**config.mk**
```make
export PLATFORM = sky130hd
export DESIGN_NAME = fixed_point_matrix_multiply_unit
export DESIGN_NICKNAME = d
export VERILOG_FILES = /design/src/fpmm_pkg.sv /design/src/fixed_point_matrix_multiply_unit.sv
export SDC_FILE = /design/constraint.sdc
export NUM_CORES = 2
export LEC_CHECK = 0
export BUFFER_PORTS_ARGS = -buffer_cell sky130_fd_sc_hd__buf_2
export CAP_MARGIN = 10
export CORE_AREA = 2 2 509 562
export DETAILED_ROUTE_END_ITERATION = 10
export DIE_AREA = 0 0 511 564
export PLACE_DENSITY = 0.51
export SLEW_MARGIN = 40
export SYNTH_ARGS = -nofsm -noshare
export SYNTH_HDL_FRONTEND = slang
export SYNTH_SLANG_ARGS = --single-unit
```
**constraint.sdc**
```tcl
create_clock -name clk -period 7.1 [get_ports clk]
set_clock_uncertainty 0.05 [all_clocks]
set_input_delay 0.71 -clock clk [delete_from_list [all_inputs] [get_ports clk]]
set_output_delay 0.71 -clock clk [all_outputs]
set_load 0.02 [all_outputs]
```
**src/fpmm_pkg.sv**
```systemverilog
// Shared types, register codes and helpers of the fixed-point matrix multiply unit.
package fpmm_pkg;

  // Largest matrix dimension and store depth
  localparam int MaxDim     = 8;
  localparam int StoreDepth = MaxDim * MaxDim;
  localparam int DimW       = $clog2(MaxDim);
  localparam int AddrW      = $clog2(StoreDepth);

  // Word widths
  localparam int ElemW  = 16;
  localparam int ProdW  = 2 * ElemW;
  localparam int AccW   = 35;
  localparam int CountW = 8;
  localparam int RegW   = 4;

  // Configuration register indexes (byte address / 4)
  localparam logic [1:0] REG_ROWS_A    = 2'd0;
  localparam logic [1:0] REG_INNER_LEN = 2'd1;
  localparam logic [1:0] REG_COLS_B    = 2'd2;

  localparam logic [RegW-1:0] DIM_RESET = RegW'(MaxDim);

  // Tag that travels with one multiply-accumulate step down the pipeline
  typedef struct packed {
    logic            valid;
    logic            first;
    logic            last;
    logic            final_elem;
    logic [DimW-1:0] row;
    logic [DimW-1:0] col;
  } mac_tag_t;

  // Register value to effective dimension: 0 counts as 1, above MaxDim as MaxDim
  function automatic logic [RegW-1:0] clamp_dim(input logic [RegW-1:0] v);
    logic [RegW-1:0] res;
    res = v;
    if (v == '0) begin
      res = RegW'(1);
    end else if (v > RegW'(MaxDim)) begin
      res = RegW'(MaxDim);
    end
    return res;
  endfunction

endpackage

```
**src/fixed_point_matrix_multiply_unit.sv**
```systemverilog
// Top level of the fixed-point matrix multiply unit: loader, MAC sequencer, APB registers.
//
//  channel   | signals                                        | handshake
//  ----------+------------------------------------------------+---------------------------
//  input     | element_value                                  | start && !busy
//  result    | product_value, out_row, out_col, last_of_matrix | done, one cycle, no stall
//  config    | psel penable pwrite paddr pwdata prdata pready  | APB write, pready tied high
//
// busy stays low between loading words, so a word is taken whenever start is high.
// The word that completes B starts the shared multiply-accumulate: it issues one MAC a
// cycle over row, column and inner index, then the store read and multiply registers
// drain, with busy high throughout; the final result is on the ports in the cycle after
// the last busy cycle, as busy drops.
// Reset clears the load counter, sequencer and pipeline; the stores are not cleared.
// Results come out one per finished dot product and the receiver cannot stall them.
module fixed_point_matrix_multiply_unit (
  input  logic                                clk,
  input  logic                                rst,
  // input word
  input  logic                                start,
  output logic                                busy,
  input  logic signed [fpmm_pkg::ElemW-1:0]   element_value,
  // result word
  output logic                                done,
  output logic signed [fpmm_pkg::AccW-1:0]    product_value,
  output logic [fpmm_pkg::DimW-1:0]           out_row,
  output logic [fpmm_pkg::DimW-1:0]           out_col,
  output logic                                last_of_matrix,
  // configuration
  input  logic                                psel,
  input  logic                                penable,
  input  logic                                pwrite,
  input  logic [3:0]                          paddr,
  input  logic [31:0]                         pwdata,
  output logic [31:0]                         prdata,
  output logic                                pready
);

  // Configuration registers (raw values)
  logic [fpmm_pkg::RegW-1:0] rows_a;
  logic [fpmm_pkg::RegW-1:0] inner_len;
  logic [fpmm_pkg::RegW-1:0] cols_b;
  logic                      cfg_wr;

  assign pready = 1'b1;
  assign cfg_wr = psel && penable && pwrite;

  always_ff @(posedge clk) begin
    if (rst) begin
      rows_a    <= fpmm_pkg::DIM_RESET;
      inner_len <= fpmm_pkg::DIM_RESET;
      cols_b    <= fpmm_pkg::DIM_RESET;
    end else if (cfg_wr) begin
      unique case (paddr[3:2])
        fpmm_pkg::REG_ROWS_A:    rows_a    <= pwdata[fpmm_pkg::RegW-1:0];
        fpmm_pkg::REG_INNER_LEN: inner_len <= pwdata[fpmm_pkg::RegW-1:0];
        fpmm_pkg::REG_COLS_B:    cols_b    <= pwdata[fpmm_pkg::RegW-1:0];
        default: ;
      endcase
    end
  end

  // Register read-back
  always_comb begin
    unique case (paddr[3:2])
      fpmm_pkg::REG_ROWS_A:    prdata = 32'(rows_a);
      fpmm_pkg::REG_INNER_LEN: prdata = 32'(inner_len);
      fpmm_pkg::REG_COLS_B:    prdata = 32'(cols_b);
      default:                 prdata = '0;
    endcase
  end

  // Effective dimensions
  logic [fpmm_pkg::RegW-1:0] ra;
  logic [fpmm_pkg::RegW-1:0] kk;
  logic [fpmm_pkg::RegW-1:0] cb;
  logic [fpmm_pkg::DimW-1:0] ra_m1;
  logic [fpmm_pkg::DimW-1:0] kk_m1;
  logic [fpmm_pkg::DimW-1:0] cb_m1;
  logic [6:0]                na;
  logic [7:0]                total;

  assign ra    = fpmm_pkg::clamp_dim(rows_a);
  assign kk    = fpmm_pkg::clamp_dim(inner_len);
  assign cb    = fpmm_pkg::clamp_dim(cols_b);
  assign ra_m1 = fpmm_pkg::DimW'(ra - 4'd1);
  assign kk_m1 = fpmm_pkg::DimW'(kk - 4'd1);
  assign cb_m1 = fpmm_pkg::DimW'(cb - 4'd1);
  assign na    = 7'(ra) * 7'(kk);
  assign total = 8'(na) + 8'(7'(kk) * 7'(cb));

  // Loader: load counter and store writes
  logic [fpmm_pkg::CountW-1:0] load_count;
  logic                        accept;
  logic [8:0]                  idx_inc;
  logic                        completes;
  logic [7:0]                  b_off;
  logic                        a_we;
  logic                        b_we;
  logic                        running;

  assign accept    = start && !busy;
  assign idx_inc   = 9'(load_count) + 9'd1;
  assign completes = !(idx_inc < 9'(total));
  assign b_off     = load_count - 8'(na);
  assign a_we      = accept && (load_count < 8'(na));
  assign b_we      = accept && !(load_count < 8'(na)) && (b_off < 8'(fpmm_pkg::StoreDepth));

  always_ff @(posedge clk) begin
    if (rst) begin
      load_count <= '0;
    end else if (accept) begin
      load_count <= completes ? '0 : idx_inc[fpmm_pkg::CountW-1:0];
    end
  end

  // Operand stores
  logic [fpmm_pkg::ElemW-1:0] a_mem [fpmm_pkg::StoreDepth];
  logic [fpmm_pkg::ElemW-1:0] b_mem [fpmm_pkg::StoreDepth];
  logic [fpmm_pkg::ElemW-1:0] a_rd;
  logic [fpmm_pkg::ElemW-1:0] b_rd;
  logic [fpmm_pkg::AddrW-1:0] a_raddr;
  logic [fpmm_pkg::AddrW-1:0] b_raddr;

  always_ff @(posedge clk) begin
    if (a_we) begin
      a_mem[load_count[fpmm_pkg::AddrW-1:0]] <= element_value;
    end
    a_rd <= a_mem[a_raddr];
  end

  always_ff @(posedge clk) begin
    if (b_we) begin
      b_mem[b_off[fpmm_pkg::AddrW-1:0]] <= element_value;
    end
    b_rd <= b_mem[b_raddr];
  end

  // Sequencer over row, column and inner index
  logic [fpmm_pkg::DimW-1:0] r_idx;
  logic [fpmm_pkg::DimW-1:0] c_idx;
  logic [fpmm_pkg::DimW-1:0] k_idx;
  logic                      k_end;
  logic                      c_end;
  logic                      r_end;

  assign k_end   = (k_idx == kk_m1);
  assign c_end   = (c_idx == cb_m1);
  assign r_end   = (r_idx == ra_m1);
  assign a_raddr = fpmm_pkg::AddrW'(6'(r_idx) * 6'(kk) + 6'(k_idx));
  assign b_raddr = fpmm_pkg::AddrW'(6'(k_idx) * 6'(cb) + 6'(c_idx));

  always_ff @(posedge clk) begin
    if (rst) begin
      running <= 1'b0;
      r_idx   <= '0;
      c_idx   <= '0;
      k_idx   <= '0;
    end else if (!running) begin
      if (accept && completes) begin
        running <= 1'b1;
        r_idx   <= '0;
        c_idx   <= '0;
        k_idx   <= '0;
      end
    end else if (!k_end) begin
      k_idx <= k_idx + fpmm_pkg::DimW'(1);
    end else begin
      k_idx <= '0;
      if (!c_end) begin
        c_idx <= c_idx + fpmm_pkg::DimW'(1);
      end else begin
        c_idx <= '0;
        if (r_end) begin
          running <= 1'b0;
        end else begin
          r_idx <= r_idx + fpmm_pkg::DimW'(1);
        end
      end
    end
  end

  // MAC pipeline: store read, multiply, accumulate
  fpmm_pkg::mac_tag_t              issue_tag;
  fpmm_pkg::mac_tag_t              s1;
  fpmm_pkg::mac_tag_t              s2;
  logic signed [fpmm_pkg::ProdW-1:0] prod;
  logic signed [fpmm_pkg::AccW-1:0]  acc;
  logic signed [fpmm_pkg::AccW-1:0]  acc_next;

  always_comb begin
    issue_tag.valid      = running;
    issue_tag.first      = (k_idx == '0);
    issue_tag.last       = k_end;
    issue_tag.final_elem = r_end && c_end;
    issue_tag.row        = r_idx;
    issue_tag.col        = c_idx;
  end

  always_ff @(posedge clk) begin
    if (rst) begin
      s1 <= '0;
      s2 <= '0;
    end else begin
      s1 <= issue_tag;
      s2 <= s1;
    end
  end

  always_ff @(posedge clk) begin
    prod <= $signed(a_rd) * $signed(b_rd);
  end

  assign acc_next = (s2.first ? '0 : acc) + fpmm_pkg::AccW'(prod);

  always_ff @(posedge clk) begin
    if (s2.valid) begin
      acc <= acc_next;
    end
  end

  // Result register
  always_ff @(posedge clk) begin
    if (rst) begin
      done <= 1'b0;
    end else begin
      done <= s2.valid && s2.last;
    end
  end

  always_ff @(posedge clk) begin
    if (s2.valid && s2.last) begin
      product_value  <= acc_next;
      out_row        <= s2.row;
      out_col        <= s2.col;
      last_of_matrix <= s2.final_elem;
    end
  end

  assign busy = running || s1.valid || s2.valid;

`ifndef SYNTHESIS
  // Computation starts only on the word that completes B, which rewinds the counter
  a_start_rewinds: assert property (@(posedge clk) disable iff (rst)
    $rose(running) |-> (load_count == '0))
    else $error("compute started without rewinding the load counter");

  // The end of a dot product always yields a result on the next cycle
  a_dot_result: assert property (@(posedge clk) disable iff (rst)
    (s2.valid && s2.last) |=> done)
    else $error("finished dot product gave no result");

  // Nothing follows the final result of a product until a new pair is loaded
  a_final_alone: assert property (@(posedge clk) disable iff (rst)
    (done && last_of_matrix) |=> !done)
    else $error("result emitted after the final element");

  // No new word is taken while the MAC pipeline is active
  a_no_load_busy: assert property (@(posedge clk) disable iff (rst)
    (running || s1.valid) |-> !accept)
    else $error("word accepted during computation");
`endif

endmodule

```
==> results_dict.tcl <==
set metrics [dict create \
    status "finished, final reports clean" \
    die-area_um2 288200 \
    synthTopCellsByCount "2,125 x edfxtp_1, 640 x mux4_2, 344 x inv_1" \
    drtIter0Drc 4103 \
    start_kind "register" \
    cts_setup_buffers 0 \
    path_clk_slew_ns 0.06 \
    timing.final.crit_share 0.9122 \
    synthCells 5180 \
    drt-total-wl_mm 245.7 \
    relSlewSlack 0.3704 \
    required_ns 7.85 \
    netlist.area_leader.share 0.6481 \
    crit_type "reg -> reg" \
    stdcell_area_um2 112600 \
    fin_ws_ns 0.6233 \
    cts_root_buffer "clkbuf_16" \
    synth-seq-cells 2240 \
    rrSetupSlack_ns 0.62 \
    maxCapViolCount 0 \
    cts_inserted_buffers 225 \
    cp_slowest_stage_delay_ns 0.84 \
    num_vias 48360 \
    core_um2 282400 \
    p_sw_mw 13.31 \
    synth_area_leaders "edfxtp_1 65%, mux4_2 15%, fa_1 5.8%, dfxtp_1 2.3%, ha_1 2.3%" \
    finalNonFillerCells 9445 \
    clock-sinks 2240 \
    synth_largest_area_cell "edfxtp_1" \
    hold_viol 0 \
    nets 6063 \
    place_congestion 0.7942 \
    arrival_ns 7.23 \
    place_area_um2 105400 \
    grt_pass1_wl_mm 358.9 \
    drc 0 \
    avgViaCountPerCell 5.120 \
    antenna_found_initial 9 \
    final_core_util 0.3989 \
    grt_max_degree 97 \
    power_mw 41.40 \
    end_kind "register" \
    slowest_stage "dfxtp_1" \
    die_y_um 564 \
    cts_buffer_depth 4 \
    grtUsageTotal 0.1698 \
    worst_pin_slew_ns 0.9388 \
    initial_core_util 0.3487 \
    syn_area_um2 98460 \
    pre_cts_slack_ns 0.6161 \
    slew_violations 0 \
    post_cts_resize_count 0 \
    holdWs_ns 0.07652 \
    rows 205 \
    period_needed_ns 6.477 \
    hpwl_mm 151.4 \
    switching_share 0.3214 \
    dp_cells 9032 \
    portBuffers 75 \
    htree_num_levels 4 \
    path_cells "nand2_1, fa_1, inv_1, fa_1, inv_1, fa_1, inv_1, fa_1, inv_1, fa_1, inv_1, fa_1, ha_1, a21o_1, a211oi_1, a2bb2oi_1, and3_1, o31ai_1, o41ai_1, xnor2_1" \
    synthMostInstantiatedCell "edfxtp_1" \
    max_freq_mhz 154.4 \
    syn_area_per_cell_um2 19.01 \
    clock_latency_ns 0.89 \
    cts_tree "done" \
    setup_viol 0 \
    power_frac_comb 0.356 \
    tns_ns 0 \
    hold_path.class "in -> reg" \
    holdBufCountCts 2 \
    synth-seq-area-share 0.6715 \
    overflow 0 \
    cp_max_fo 16 \
    ys_async_sr_fraction 0 \
    rsz0062_at_grt "false" \
    die_w_um 511 \
    drive_above_1_share 0.2482 \
    p_seq_frac 0.364 \
    synthToLayoutAreaGrowth_pct 14.41 \
    crit_top_cell "fa_1" \
    clkPwrFrac 0.280 \
    yosys.cell_types.count 73 \
    synth_flop_cell "edfxtp_1" \
    dr.pass1.iters 5 \
    power_leakage_nw 37.08 \
    pin_count 135 \
    ant_nets 0 \
    intPower_mw 28.09 \
    power_per_cell_area_nw_per_um2 367.5 \
    synth-edff-count 2125 \
    ir_worst_vdd_v 0.0006120 \
    wl_per_cell_um 26.02 \
    grt_pass1_vias 51210 \
    ys_warn_count 0 \
]
## metal layers
| metal | wire length [µm] | track usage | up-vias |
|---|---|---|---|
| met5 | 0 | 0 | - |
| met4 | 5545 | 0.04228 | 0 |
| met3 | 11290 | 0.02241 | 323 |
| met2 | 121200 | 0.2874 | 1106 |
| met1 | 107700 | 0.2321 | 26080 |
| li1 | - | - | 20850 |
## power by group through the flow
stage / clock network, mW / logic [mW] / registers, mW
floorplan: 0 / 11.5 / 15.3
global placement: 0 / 14.8 / 15.4
detailed placement: 0 / 14.9 / 15.4
CTS: 11.9 / 15.0 / 15.1
global route: 12.4 / 16.8 / 15.1
finish: 11.6 / 14.7 / 15.1
## cell families (layout without fill, tap and decap cells)
logic type / after synthesis / count (layout) / share of synthesized area
flops: 2240 / 2240 / 0.6715
simple gates: 759 / 759 / 0.03864
mux: 686 / 686 / 0.1511
buf+inv: 605 / 1111 / 0.02708
fa+ha+maj: 468 / 468 / 0.08120
compound gates: 307 / 307 / 0.02027
xor+xnor: 113 / 113 / 0.01020
other cells: 2 / 35 / 0.00007627
## path summary, 6_finish.rpt
kind / start / end / cells after the start
setup / recovery: a_rd[12] / prod[29] / 20
hold / removal: pwdata[0] / rows_a[0] / 3
setup reg to reg: a_rd[12] / prod[29] / 20
hold reg to reg: s2[1] / out_col[1] / 0
## state kept, by name, indices dropped and copies added, names as in the netlist, 3 cells and up
| register | count |
|---|---|
| c_idx | 3 |
| rows_a | 4 |
| cols_b | 4 |
| r_idx | 3 |
| inner_len | 4 |
| b_mem | 1024 |
| b_rd | 16 |
| out_row | 3 |
| k_idx | 3 |
| s1 | 10 |
| product_value | 35 |
| load_count | 8 |
| s2 | 10 |
| prod | 32 |
| a_mem | 1024 |
| out_col | 3 |
| a_rd | 16 |
| acc | 35 |
## worst max-delay path, delay by kind of cell (launching register included)
kind / cells / cell delay (ns)
fa+ha+maj: 7 / 3.33
compound gates: 5 / 1.31
flops: 1 / 0.84
simple gates: 2 / 0.45
buf+inv: 5 / 0.26
xor+xnor: 1 / 0.16
## cell usage in the layout (no fill, tap or decap), types with 58 or more instances in the layout
cell type,n
a21oi_1,111
and2_1,121
buf_2,58
buf_4,260
clkbuf_1,65
clkbuf_16,230
dfxtp_1,114
edfxtp_1,2125
fa_1,283
ha_1,179
inv_1,344
mux4_2,640
nand2_1,205
nor2_1,154
nor2b_1,100
nor4_2,64
xnor2_1,74
## cell type report
| cell class | instances | area [µm²] |
|---|---|---|
| fill | 25200 | 169800 |
| sequential | 2240 | 66110 |
| multi-input combinational | 2362 | 30440 |
| clock buffer | 301 | 6082 |
| tap | 3726 | 4662 |
| timing repair buffer | 363 | 3059 |
| inverter | 345 | 1295 |
| clock inverter | 102 | 983.4 |
| antenna | 6 | 15.01 |
Power figures use the tool's default switching activity.
